**src/rtl/btdc_pkg.sv**
```systemverilog
// Shared types and constants for the blob track direction counter.
`default_nettype none

package btdc_pkg;

    // Fixed field widths of the item and result ports
    localparam int FIELD_W  = 12;
    localparam int AREA_W   = 24;
    localparam int THR_W    = 12;
    localparam int AGE_W    = 8;
    localparam int TALLY_W  = 16;
    localparam int HELD_W   = 5;
    localparam int EVENT_W  = 3;

    // Configuration port geometry
    localparam int APB_ADDR_W = 4;
    localparam int APB_DATA_W = 32;

    // Register reset values
    localparam logic [AREA_W-1:0] MIN_AREA_RST  = 24'd17000;
    localparam logic [AREA_W-1:0] MAX_AREA_RST  = 24'd300000;
    localparam logic [THR_W-1:0]  THRESHOLD_RST = 12'd50;
    localparam logic [AGE_W-1:0]  MAX_AGE_RST   = 8'd10;

    localparam logic [AGE_W-1:0] AGE_SAT = '1;

    // Item opcodes
    localparam logic OP_BLOB  = 1'b0;
    localparam logic OP_FRAME = 1'b1;

    typedef enum logic [1:0] {
        REG_MIN_AREA  = 2'd0,
        REG_MAX_AREA  = 2'd1,
        REG_THRESHOLD = 2'd2,
        REG_MAX_AGE   = 2'd3
    } reg_idx_t;

    typedef enum logic [EVENT_W-1:0] {
        EV_NONE  = 3'd0,
        EV_IN    = 3'd1,
        EV_OUT   = 3'd2,
        EV_EVICT = 3'd3,
        EV_DROP  = 3'd4
    } event_t;

    typedef enum logic [1:0] {
        ST_IDLE,
        ST_WALK,
        ST_FINISH
    } state_t;

    typedef struct packed {
        logic [AREA_W-1:0] min_area_x2;
        logic [AREA_W-1:0] max_area_x2;
        logic [THR_W-1:0]  travel_threshold;
        logic [AGE_W-1:0]  max_age;
    } cfg_t;

    // Controller to datapath commands
    typedef struct packed {
        logic load;
        logic walk;
        logic finish;
    } ctl_cmd_t;

    // Datapath to controller status
    typedef struct packed {
        logic walk_done;
    } dp_status_t;

endpackage

`default_nettype wire

```
**src/rtl/btdc_regs.sv**
```systemverilog
// Configuration register file behind the APB-style port.
`default_nettype none

module btdc_regs (
    input  wire logic                              clk,
    input  wire logic                              rst_n,
    input  wire logic                              psel,
    input  wire logic                              penable,
    input  wire logic                              pwrite,
    input  wire logic [btdc_pkg::APB_ADDR_W-1:0]   paddr,
    input  wire logic [btdc_pkg::APB_DATA_W-1:0]   pwdata,
    output logic      [btdc_pkg::APB_DATA_W-1:0]   prdata,
    output logic                                   pready,
    output btdc_pkg::cfg_t                         cfg
);
    import btdc_pkg::*;

    cfg_t     cfg_reg;
    cfg_t     cfg_next;
    reg_idx_t reg_idx;
    logic     wr_en;

    assign reg_idx = reg_idx_t'(paddr[3:2]);
    assign wr_en   = psel && penable && pwrite;
    assign pready  = 1'b1;
    assign cfg     = cfg_reg;

    // Decode a write transfer
    always_comb
    begin
        cfg_next = cfg_reg;
        if (wr_en)
        begin
            unique case (reg_idx)
                REG_MIN_AREA:  cfg_next.min_area_x2      = pwdata[AREA_W-1:0];
                REG_MAX_AREA:  cfg_next.max_area_x2      = pwdata[AREA_W-1:0];
                REG_THRESHOLD: cfg_next.travel_threshold = pwdata[THR_W-1:0];
                REG_MAX_AGE:   cfg_next.max_age          = pwdata[AGE_W-1:0];
            endcase
        end
    end

    always_ff @(posedge clk or negedge rst_n)
    begin
        if (!rst_n)
        begin
            cfg_reg.min_area_x2      <= MIN_AREA_RST;
            cfg_reg.max_area_x2      <= MAX_AREA_RST;
            cfg_reg.travel_threshold <= THRESHOLD_RST;
            cfg_reg.max_age          <= MAX_AGE_RST;
        end
        else
        begin
            cfg_reg <= cfg_next;
        end
    end

    // Return the addressed register
    always_comb
    begin
        unique case (reg_idx)
            REG_MIN_AREA:  prdata = APB_DATA_W'(cfg_reg.min_area_x2);
            REG_MAX_AREA:  prdata = APB_DATA_W'(cfg_reg.max_area_x2);
            REG_THRESHOLD: prdata = APB_DATA_W'(cfg_reg.travel_threshold);
            REG_MAX_AGE:   prdata = APB_DATA_W'(cfg_reg.max_age);
        endcase
    end

endmodule

`default_nettype wire

```
**src/rtl/btdc_ctrl.sv**
```systemverilog
// Controller state machine: accept, walk the track table, commit the result.
`default_nettype none

module btdc_ctrl (
    input  wire logic                 clk,
    input  wire logic                 rst_n,
    input  wire logic                 in_valid,
    output logic                      in_ready,
    output logic                      out_valid,
    input  wire logic                 out_ready,
    input  btdc_pkg::dp_status_t      status,
    output btdc_pkg::ctl_cmd_t        cmd
);
    import btdc_pkg::*;

    state_t state_reg;
    state_t state_next;
    logic   out_valid_reg;
    logic   out_valid_next;

    always_ff @(posedge clk or negedge rst_n)
    begin
        if (!rst_n)
        begin
            state_reg     <= ST_IDLE;
            out_valid_reg <= 1'b0;
        end
        else
        begin
            state_reg     <= state_next;
            out_valid_reg <= out_valid_next;
        end
    end

    // Next state and commands
    always_comb
    begin
        state_next = state_reg;
        cmd        = '0;
        in_ready   = 1'b0;
        unique case (state_reg)
            ST_IDLE:
            begin
                in_ready = 1'b1;
                if (in_valid)
                begin
                    cmd.load   = 1'b1;
                    state_next = ST_WALK;
                end
            end
            ST_WALK:
            begin
                cmd.walk = 1'b1;
                if (status.walk_done)
                begin
                    state_next = ST_FINISH;
                end
            end
            ST_FINISH:
            begin
                // Commit only once the output register is free
                if (!out_valid_reg || out_ready)
                begin
                    cmd.finish = 1'b1;
                    state_next = ST_IDLE;
                end
            end
            default:
            begin
                state_next = ST_IDLE;
            end
        endcase
    end

    // Hold the result until its transfer
    always_comb
    begin
        if (cmd.finish)
        begin
            out_valid_next = 1'b1;
        end
        else if (out_ready)
        begin
            out_valid_next = 1'b0;
        end
        else
        begin
            out_valid_next = out_valid_reg;
        end
    end

    assign out_valid = out_valid_reg;

`ifndef SYNTHESIS
    a_finish_waits: assert property (@(posedge clk) disable iff (!rst_n)
        (state_reg == ST_FINISH && out_valid_reg && !out_ready) |=> state_reg == ST_FINISH)
        else $error("result committed over an untaken result");
    a_one_item: assert property (@(posedge clk) disable iff (!rst_n)
        (in_valid && in_ready) |=> !in_ready)
        else $error("second item accepted while one is in work");
`endif

endmodule

`default_nettype wire

```
**src/rtl/btdc_dp.sv**
```systemverilog
// Datapath: track table memory, containment and aging walk, eviction and tallies.
`default_nettype none

module btdc_dp #(
    parameter int MAX_TRACKS = 16,
    parameter int COORD_BITS = 12
) (
    input  wire logic                            clk,
    input  wire logic                            rst_n,
    input  btdc_pkg::cfg_t                       cfg,
    input  btdc_pkg::ctl_cmd_t                   cmd,
    output btdc_pkg::dp_status_t                 status,
    input  wire logic                            op,
    input  wire logic [btdc_pkg::FIELD_W-1:0]    box_x,
    input  wire logic [btdc_pkg::FIELD_W-1:0]    box_y,
    input  wire logic [btdc_pkg::FIELD_W-1:0]    box_w,
    input  wire logic [btdc_pkg::FIELD_W-1:0]    box_h,
    input  wire logic [btdc_pkg::AREA_W-1:0]     area_x2,
    output logic      [btdc_pkg::EVENT_W-1:0]    event_res,
    output logic      [btdc_pkg::TALLY_W-1:0]    count_in,
    output logic      [btdc_pkg::TALLY_W-1:0]    count_out,
    output logic      [btdc_pkg::HELD_W-1:0]     tracks_held
);
    import btdc_pkg::*;

    localparam int CB     = COORD_BITS;
    localparam int IDX_W  = (MAX_TRACKS > 1) ? $clog2(MAX_TRACKS) : 1;
    localparam int CNT_W  = $clog2(MAX_TRACKS + 1);
    localparam int EXT_W  = FIELD_W + CB;
    localparam int CMP_W  = (CB > THR_W) ? CB : THR_W;
    localparam logic [CNT_W-1:0] TRACK_LIM = CNT_W'(MAX_TRACKS);
    localparam logic [CB-1:0]    COORD_MAX = '1;

    // Fit an input field to the coordinate width
    function automatic logic [CB-1:0] to_coord(input logic [FIELD_W-1:0] v);
        logic [EXT_W-1:0] e;
        e = EXT_W'(v);
        return e[CB-1:0];
    endfunction

    // Box center (2*p+len)/2, rounded half to even, saturated
    function automatic logic [CB-1:0] center(input logic [CB-1:0] p,
                                             input logic [CB-1:0] len);
        logic [CB+1:0] s;
        logic [CB:0]   q;
        s = {1'b0, p, 1'b0} + (CB+2)'(len);
        q = s[CB+1:1];
        if (s[0] && q[0])
        begin
            q = q + 1'b1;
        end
        if (q > (CB+1)'(COORD_MAX))
        begin
            q = (CB+1)'(COORD_MAX);
        end
        return q[CB-1:0];
    endfunction

    // Ring address of the entry at an offset from the head
    function automatic logic [IDX_W-1:0] ring_addr(input logic [IDX_W-1:0] base,
                                                   input logic [CNT_W-1:0] off);
        logic [CNT_W:0] s;
        s = (CNT_W+1)'(base) + (CNT_W+1)'(off);
        if (s >= (CNT_W+1)'(MAX_TRACKS))
        begin
            s = s - (CNT_W+1)'(MAX_TRACKS);
        end
        return s[IDX_W-1:0];
    endfunction

    // Track table memory
    logic [CB-1:0]    mem_sx  [MAX_TRACKS];
    logic [CB-1:0]    mem_cx  [MAX_TRACKS];
    logic [CB-1:0]    mem_cy  [MAX_TRACKS];
    logic [AGE_W-1:0] mem_age [MAX_TRACKS];

    // Item registers
    logic             op_reg;
    logic             area_ok_reg;
    logic [CB-1:0]    bx_reg;
    logic [CB-1:0]    by_reg;
    logic [CB-1:0]    bw_reg;
    logic [CB-1:0]    bh_reg;
    logic [CB-1:0]    cx_reg;
    logic [CB-1:0]    cy_reg;

    // Table control
    logic [IDX_W-1:0] head_reg;
    logic [IDX_W-1:0] head_next;
    logic [CNT_W-1:0] total_reg;
    logic [CNT_W-1:0] total_next;
    logic [CNT_W-1:0] idx_reg;
    logic             matched_reg;
    logic [TALLY_W-1:0] tally_in_reg;
    logic [TALLY_W-1:0] tally_in_next;
    logic [TALLY_W-1:0] tally_out_reg;
    logic [TALLY_W-1:0] tally_out_next;
    event_t           ev_reg;
    event_t           ev_next;

    // Read stage
    logic             rd_vld_reg;
    logic             rd_first_reg;
    logic [IDX_W-1:0] rd_addr_reg;
    logic [CB-1:0]    rd_sx_reg;
    logic [CB-1:0]    rd_cx_reg;
    logic [CB-1:0]    rd_cy_reg;
    logic [AGE_W-1:0] rd_age_reg;

    // Head snapshot after aging
    logic [CB-1:0]    head_sx_reg;
    logic [CB-1:0]    head_cx_reg;
    logic [AGE_W-1:0] head_age_reg;

    logic             walk_en;
    logic             issue;
    logic [IDX_W-1:0] raddr;
    logic             inside_x;
    logic             inside_y;
    logic             hit;
    logic [AGE_W-1:0] age_inc;
    logic             append;
    logic             drop;
    logic             evict;
    logic             go_out;
    logic             go_in;
    logic [CB-1:0]    diff_out;
    logic [CB-1:0]    diff_in;

    logic             mem_we;
    logic [IDX_W-1:0] waddr;
    logic [CB-1:0]    wsx;
    logic [CB-1:0]    wcx;
    logic [CB-1:0]    wcy;
    logic [AGE_W-1:0] wage;

    logic [CNT_W+HELD_W-1:0] held_ext;

    assign walk_en = (op_reg == OP_FRAME) || area_ok_reg;
    assign issue   = cmd.walk && walk_en && (idx_reg < total_reg);
    assign raddr   = ring_addr(head_reg, idx_reg);
    assign status.walk_done = (!walk_en || idx_reg == total_reg) && !rd_vld_reg;

    // Containment of a held center in the box, sums without wrap
    assign inside_x = (rd_cx_reg >= bx_reg) &&
                      ((CB+1)'(rd_cx_reg) < (CB+1)'(bx_reg) + (CB+1)'(bw_reg));
    assign inside_y = (rd_cy_reg >= by_reg) &&
                      ((CB+1)'(rd_cy_reg) < (CB+1)'(by_reg) + (CB+1)'(bh_reg));
    assign hit      = rd_vld_reg && (op_reg == OP_BLOB) && inside_x && inside_y;
    assign age_inc  = (rd_age_reg == AGE_SAT) ? rd_age_reg : rd_age_reg + 1'b1;

    // Outcome of the item
    assign append   = (op_reg == OP_BLOB) && area_ok_reg && !matched_reg &&
                      (total_reg < TRACK_LIM);
    assign drop     = (op_reg == OP_BLOB) && area_ok_reg && !matched_reg &&
                      (total_reg >= TRACK_LIM);
    assign evict    = (op_reg == OP_FRAME) && (total_reg != '0) &&
                      (head_age_reg > cfg.max_age);
    assign diff_out = head_sx_reg - head_cx_reg;
    assign diff_in  = head_cx_reg - head_sx_reg;
    assign go_out   = (head_sx_reg > head_cx_reg) &&
                      (CMP_W'(diff_out) > CMP_W'(cfg.travel_threshold));
    assign go_in    = (head_cx_reg > head_sx_reg) &&
                      (CMP_W'(diff_in) > CMP_W'(cfg.travel_threshold));

    // Select the write port source: walk write-back or append
    always_comb
    begin
        mem_we = 1'b0;
        waddr  = rd_addr_reg;
        wsx    = rd_sx_reg;
        wcx    = rd_cx_reg;
        wcy    = rd_cy_reg;
        wage   = rd_age_reg;
        if (rd_vld_reg)
        begin
            if (op_reg == OP_FRAME)
            begin
                mem_we = 1'b1;
                wage   = age_inc;
            end
            else if (hit)
            begin
                mem_we = 1'b1;
                wcx    = cx_reg;
                wcy    = cy_reg;
                wage   = '0;
            end
        end
        else if (cmd.finish && append)
        begin
            mem_we = 1'b1;
            waddr  = ring_addr(head_reg, total_reg);
            wsx    = cx_reg;
            wcx    = cx_reg;
            wcy    = cy_reg;
            wage   = '0;
        end
    end

    // Memory write and registered read
    always_ff @(posedge clk)
    begin
        if (mem_we)
        begin
            mem_sx[waddr]  <= wsx;
            mem_cx[waddr]  <= wcx;
            mem_cy[waddr]  <= wcy;
            mem_age[waddr] <= wage;
        end
        if (issue)
        begin
            rd_sx_reg  <= mem_sx[raddr];
            rd_cx_reg  <= mem_cx[raddr];
            rd_cy_reg  <= mem_cy[raddr];
            rd_age_reg <= mem_age[raddr];
        end
    end

    // Commit values
    always_comb
    begin
        head_next      = head_reg;
        total_next     = total_reg;
        tally_in_next  = tally_in_reg;
        tally_out_next = tally_out_reg;
        ev_next        = EV_NONE;
        if (append)
        begin
            total_next = total_reg + 1'b1;
        end
        else if (drop)
        begin
            ev_next = EV_DROP;
        end
        else if (evict)
        begin
            head_next  = ring_addr(head_reg, CNT_W'(1));
            total_next = total_reg - 1'b1;
            if (go_out)
            begin
                ev_next = EV_OUT;
                if (tally_out_reg != '1)
                begin
                    tally_out_next = tally_out_reg + 1'b1;
                end
            end
            else if (go_in)
            begin
                ev_next = EV_IN;
                if (tally_in_reg != '1)
                begin
                    tally_in_next = tally_in_reg + 1'b1;
                end
            end
            else
            begin
                ev_next = EV_EVICT;
            end
        end
    end

    // Item capture and per-entry work, no reset needed
    always_ff @(posedge clk)
    begin
        if (cmd.load)
        begin
            op_reg      <= op;
            area_ok_reg <= (area_x2 > cfg.min_area_x2) && (area_x2 < cfg.max_area_x2);
            bx_reg      <= to_coord(box_x);
            by_reg      <= to_coord(box_y);
            bw_reg      <= to_coord(box_w);
            bh_reg      <= to_coord(box_h);
            cx_reg      <= center(to_coord(box_x), to_coord(box_w));
            cy_reg      <= center(to_coord(box_y), to_coord(box_h));
        end
        if (issue)
        begin
            rd_addr_reg <= raddr;
        end
        if (rd_vld_reg && rd_first_reg && op_reg == OP_FRAME)
        begin
            head_sx_reg  <= rd_sx_reg;
            head_cx_reg  <= rd_cx_reg;
            head_age_reg <= age_inc;
        end
    end

    // Control state
    always_ff @(posedge clk or negedge rst_n)
    begin
        if (!rst_n)
        begin
            head_reg      <= '0;
            total_reg     <= '0;
            idx_reg       <= '0;
            matched_reg   <= 1'b0;
            rd_vld_reg    <= 1'b0;
            rd_first_reg  <= 1'b0;
            tally_in_reg  <= '0;
            tally_out_reg <= '0;
            ev_reg        <= EV_NONE;
        end
        else
        begin
            rd_vld_reg   <= issue;
            rd_first_reg <= issue && (idx_reg == '0);
            if (cmd.load)
            begin
                idx_reg     <= '0;
                matched_reg <= 1'b0;
            end
            else if (issue)
            begin
                idx_reg <= idx_reg + 1'b1;
            end
            if (hit)
            begin
                matched_reg <= 1'b1;
            end
            if (cmd.finish)
            begin
                head_reg      <= head_next;
                total_reg     <= total_next;
                tally_in_reg  <= tally_in_next;
                tally_out_reg <= tally_out_next;
                ev_reg        <= ev_next;
            end
        end
    end

    // Counters only move at commit, so they serve as the result fields
    assign held_ext    = (CNT_W+HELD_W)'(total_reg);
    assign event_res   = ev_reg;
    assign count_in    = tally_in_reg;
    assign count_out   = tally_out_reg;
    assign tracks_held = held_ext[HELD_W-1:0];

`ifndef SYNTHESIS
    a_total_bound: assert property (@(posedge clk) disable iff (!rst_n)
        total_reg <= TRACK_LIM)
        else $error("track count beyond table depth");
    a_drained: assert property (@(posedge clk) disable iff (!rst_n)
        cmd.finish |-> !rd_vld_reg)
        else $error("commit before the walk drained");
    a_frame_shrinks: assert property (@(posedge clk) disable iff (!rst_n)
        (cmd.finish && op_reg == OP_FRAME) |=> total_reg <= $past(total_reg))
        else $error("end of frame grew the table");
`endif

endmodule

`default_nettype wire

```
**src/rtl/blob_track_direction_counter.sv**
```systemverilog
// Sequence: an accepted item is captured, then the track memory is walked one entry per cycle;
// nothing is walked for an empty table or a blob outside the area window; then the result is committed.
// Items: a new item is accepted only after the previous one is committed, and a result not yet
// taken holds the commit of the next item, and so its acceptance.
// Reset (rst_n, asynchronous, active low) empties the table, clears the tallies and loads
// the register defaults; track memory contents stay undefined until written.
`default_nettype none

module blob_track_direction_counter #(
    parameter int MAX_TRACKS = 16,
    parameter int COORD_BITS = 12
) (
    input  wire logic                              clk,
    input  wire logic                              rst_n,
    input  wire logic                              psel,
    input  wire logic                              penable,
    input  wire logic                              pwrite,
    input  wire logic [btdc_pkg::APB_ADDR_W-1:0]   paddr,
    input  wire logic [btdc_pkg::APB_DATA_W-1:0]   pwdata,
    output logic      [btdc_pkg::APB_DATA_W-1:0]   prdata,
    output logic                                   pready,
    input  wire logic                              in_valid,
    output logic                                   in_ready,
    input  wire logic                              op,
    input  wire logic [btdc_pkg::FIELD_W-1:0]      box_x,
    input  wire logic [btdc_pkg::FIELD_W-1:0]      box_y,
    input  wire logic [btdc_pkg::FIELD_W-1:0]      box_w,
    input  wire logic [btdc_pkg::FIELD_W-1:0]      box_h,
    input  wire logic [btdc_pkg::AREA_W-1:0]       area_x2,
    output logic                                   out_valid,
    input  wire logic                              out_ready,
    output logic      [btdc_pkg::EVENT_W-1:0]      event_res,
    output logic      [btdc_pkg::TALLY_W-1:0]      count_in,
    output logic      [btdc_pkg::TALLY_W-1:0]      count_out,
    output logic      [btdc_pkg::HELD_W-1:0]       tracks_held
);
    import btdc_pkg::*;

    cfg_t       cfg;
    ctl_cmd_t   cmd;
    dp_status_t status;

    // Configuration registers
    btdc_regs u_regs (
        .clk     (clk),
        .rst_n   (rst_n),
        .psel    (psel),
        .penable (penable),
        .pwrite  (pwrite),
        .paddr   (paddr),
        .pwdata  (pwdata),
        .prdata  (prdata),
        .pready  (pready),
        .cfg     (cfg)
    );

    // Sequencing
    btdc_ctrl u_ctrl (
        .clk       (clk),
        .rst_n     (rst_n),
        .in_valid  (in_valid),
        .in_ready  (in_ready),
        .out_valid (out_valid),
        .out_ready (out_ready),
        .status    (status),
        .cmd       (cmd)
    );

    // Track table and arithmetic
    btdc_dp #(
        .MAX_TRACKS (MAX_TRACKS),
        .COORD_BITS (COORD_BITS)
    ) u_dp (
        .clk         (clk),
        .rst_n       (rst_n),
        .cfg         (cfg),
        .cmd         (cmd),
        .status      (status),
        .op          (op),
        .box_x       (box_x),
        .box_y       (box_y),
        .box_w       (box_w),
        .box_h       (box_h),
        .area_x2     (area_x2),
        .event_res   (event_res),
        .count_in    (count_in),
        .count_out   (count_out),
        .tracks_held (tracks_held)
    );

endmodule

`default_nettype wire
```
**config.mk**
```make
export PLATFORM = sky130hd
export DESIGN_NAME = blob_track_direction_counter
export DESIGN_NICKNAME = d
export VERILOG_FILES = /design/src/rtl/btdc_pkg.sv /design/src/rtl/btdc_regs.sv /design/src/rtl/btdc_ctrl.sv /design/src/rtl/btdc_dp.sv /design/src/rtl/blob_track_direction_counter.sv
export SDC_FILE = /design/constraint.sdc
export NUM_CORES = 1
export LEC_CHECK = 0
export BUFFER_PORTS_ARGS = -buffer_cell sky130_fd_sc_hd__buf_2
export CAP_MARGIN = 20
export CELL_PAD_IN_SITES_DETAIL_PLACEMENT = 1
export CELL_PAD_IN_SITES_GLOBAL_PLACEMENT = 2
export CORE_UTILIZATION = 30
export CTS_CLUSTER_SIZE = 8
export DETAILED_ROUTE_END_ITERATION = 8
export PLACE_DENSITY_LB_ADDON = 0.1
export RECOVER_POWER = 50
export SLEW_MARGIN = 30
export SYNTH_ARGS = -nofsm -noshare
export SYNTH_HDL_FRONTEND = slang
export SYNTH_HIERARCHICAL = 1
export SYNTH_SLANG_ARGS = --single-unit
```
**constraint.sdc**
```tcl
create_clock -name clk -period 18.1 [get_ports clk]
set_input_delay 4.525 -clock clk [delete_from_list [all_inputs] [get_ports clk]]
set_output_delay 4.525 -clock clk [all_outputs]
set_load 0.02 [all_outputs]
```
==> results.cfg <==
[setup_path]
crit_path_start = paddr[2]
max_stage_delay_ps = 1570
path_delay_family = buffers and inverters
timing.critical_path.arrival_ps = 7030
worst-setup-path-type = in -> out
worstPathRequired_ps = 13570
rr_startpoint = u_dp/head_reg[0]$_DFFE_PN0P_
cell_breakdown_of_the_critical_path = clkbuf_1 > mux4_1 > buf_2
critical_path_buf_inv_count = 2
cp_slowest_cell = sky130_fd_sc_hd__clkbuf_1
setup.worst_path.end_class = output pin
setup.worst_path.start_class = input pin
worst-path-max-fanout = 28

[cts]
cts_buffer_depth = 3
cts_num_sinks = 981
clk_latency_ps = 760
cts-hold-fix-buffers = 0
cts_tree = done
post_cts.repair.setup_buffers = 0
clkTransAtPathRegs_ps = 50
depth_of_the_cts_h_tree = 4
root_buffer = sky130_fd_sc_hd__clkbuf_16
tritoncts.num_buffers = 142
cts-resized-gates = 0

[floorplan]
design.die.area_um2 = 153000
std_cell_rows = 142
start_util = 0.303
core_region_area_um2 = 150000
die_height_um = 391
design.portCount = 191
chipWidth_um = 391

[timing]
layout_min_cycle_time_ps = 11560
rsz0062_at_grt = no
max_clock_freq_mhz = 86.5
worst_slew_pin_slew_ps = 9710
setup_violations = 0
final_min_period_over_clock_period = 0.639
slew-limit-headroom = -5.48
finalHoldViolations = 0
slew_violations = 620
total_negative_setup_slack_ps = 0
skew_ps = 42.4

[yosys]
synth-edff-count = 858
post_synth.cell_area_avg_um2 = 16.0
ys_warn_count = 6
synth.area.top_cells = sky130_fd_sc_hd__edfxtp_1 (57%), sky130_fd_sc_hd__mux4_2 (8.9%), sky130_fd_sc_hd__ha_1 (6.0%)
syn-cell-area_um2 = 45400
synthDominantAreaCellType = sky130_fd_sc_hd__edfxtp_1
synth-async-reset-ratio = 0.125
synth_top_cell_area_share = 0.568
yosys_register_bits = 981
synth_ff_type = sky130_fd_sc_hd__edfxtp_1
yosys.cell_types.count = 98
yosys-top-cells-count = sky130_fd_sc_hd__edfxtp_1 (858), sky130_fd_sc_hd__ha_1 (216), sky130_fd_sc_hd__mux4_2 (180)
postSynthCellCount = 2839
yosysMostFrequentCell = sky130_fd_sc_hd__edfxtp_1
synth.yosys.seq_area_share = 0.636

[grt]
largest_net_degree_at_the_start_of_global_routing = 134
grt_antenna_before_repair = 6
grt_first_pass_wirelength_um = 187000
groute.usage.overall = 0.168
first_global_vias = 27425
global_route_overflow = 0

[cells_and_area]
biggestRegsByFlops = u_dp/mem_cx x192, u_dp/mem_cy x192, u_dp/mem_sx x192
fin_cells = 5161
multi_input_comb_area_um2 = 15300
final_util = 0.350
fraction_of_layout_cells_with_a_size_suffix_above_1 = 0.188
finalNetCount = 3445
syn2layout_area_growth_pct = 15.6
area_of_all_sequential_standard_cells_um2 = 28900
num-fill-cells = 15335

[run_status]
failing_checks = capacitance limit, slew limit
run_status = complete, but fails checks

[place]
port_buffers = 171
routabilityCongestion = 0.748
hpwlAfterDp_um = 78800
placed_cells_incl_taps = 4974

[routing]
drt-vias-per-instance = 4.93
detailed_route_via_count = 25425
drt_pre_antenna_iters = 4
detail_route.iter0.violations = 1293
wirelength_um = 128000
route.detailed.drc = 0
routed_wire_length_per_instance_um = 24.8
postRouteAntennaNets = 0

[worst_hold_path]
hp-start = u_dp/rd_sx_reg[6]$_DFFE_PP_
worst_hold_check_path_type = reg -> reg

[power]
cellPowerDensity_nw_per_um2 = 183
ir_drop_mv = 0.256
static-leakage-power_nw = 18.8

[job]
drv.max_cap_violation_count = 15
## cell usage in the layout, fill, tap and decap left out, types with 48 or more instances in the layout
master	instances
sky130_fd_sc_hd__xor2_1	54
sky130_fd_sc_hd__xnor2_1	57
sky130_fd_sc_hd__mux2_2	59
sky130_fd_sc_hd__dfrtp_1	105
sky130_fd_sc_hd__nor2_1	94
sky130_fd_sc_hd__o21ai_0	72
sky130_fd_sc_hd__mux4_2	180
sky130_fd_sc_hd__clkbuf_1	140
sky130_fd_sc_hd__nand2_1	81
sky130_fd_sc_hd__edfxtp_1	858
sky130_fd_sc_hd__a211oi_1	54
sky130_fd_sc_hd__a21o_1	48
sky130_fd_sc_hd__a21oi_1	112
sky130_fd_sc_hd__buf_2	76
sky130_fd_sc_hd__nor2b_1	67
sky130_fd_sc_hd__inv_1	169
sky130_fd_sc_hd__clkbuf_16	145
sky130_fd_sc_hd__ha_1	216
sky130_fd_sc_hd__mux2_1	50
sky130_fd_sc_hd__mux2i_1	63
## per-layer routing
layer / global-route usage / routed length (um) / vias up
met5: 0 / 0 / -
met4: 0.0459 / 2690 / 0
met3: 0.0287 / 4450 / 167
met2: 0.279 / 62600 / 409
met1: 0.227 / 58400 / 13324
li1: - / - / 11525
## power breakdown
part           switching, mW  leakage, nW  internal (mW)
Combinational           2.10         7.52           1.62
Clock                  0.977         1.93           1.44
Sequential             0.233         9.32           3.22
Total                   3.31         18.8           6.28
## layout make-up
class / instances / share of cell area
flip-flops and latches: 981 / 0.550
multi-input cells: 1582 / 0.292
clock buffers: 169 / 0.0711
well taps: 2016 / 0.0481
repair buffers: 227 / 0.0217
inverters: 170 / 0.0122
clock inverters: 15 / 0.00486
diodes: 1 / 0.0000477
## stage by stage
step | worst slack (ps) | power (mW) | hold WS, ps | area, um^2
finish | 6540 | 9.59 | 473 | 52500
global route | 6340 | 10.2 | 491 | 52500
CTS | 7400 | 9.68 | 466 | 52800
detailed placement | 7410 | 7.20 | 449 | 48800
global placement | 7430 | 7.10 | 451 | 48800
floorplan | 7600 | 5.97 | 420 | 45400
## path summary, 6_finish.rpt
check,slack (ps),cells after the start,end
min,470,0,u_dp/head_sx_reg[6]$_DFFE_PP_
min reg2reg,470,0,u_dp/head_sx_reg[6]$_DFFE_PP_
max reg2reg,7990,6,u_dp/rd_age_reg[2]$_DFFE_PP_
min in group asynchronous,5000,1,u_regs/cfg[57]$_DFFE_PN0P_
max in group asynchronous,8330,2,u_dp/count_out[6]$_DFFE_PN0P_
max,6540,3,prdata[3]
## kinds of logic after synthesis
family	after synthesis	synth area share
flops	981	0.636
mux	358	0.135
simple gates	487	0.0595
buf+inv	283	0.0267
other cells	2	0.000165
fa+ha+maj	225	0.0635
compound gates	389	0.0572
xor+xnor	114	0.0222
(Power assumes the default switching activity.)
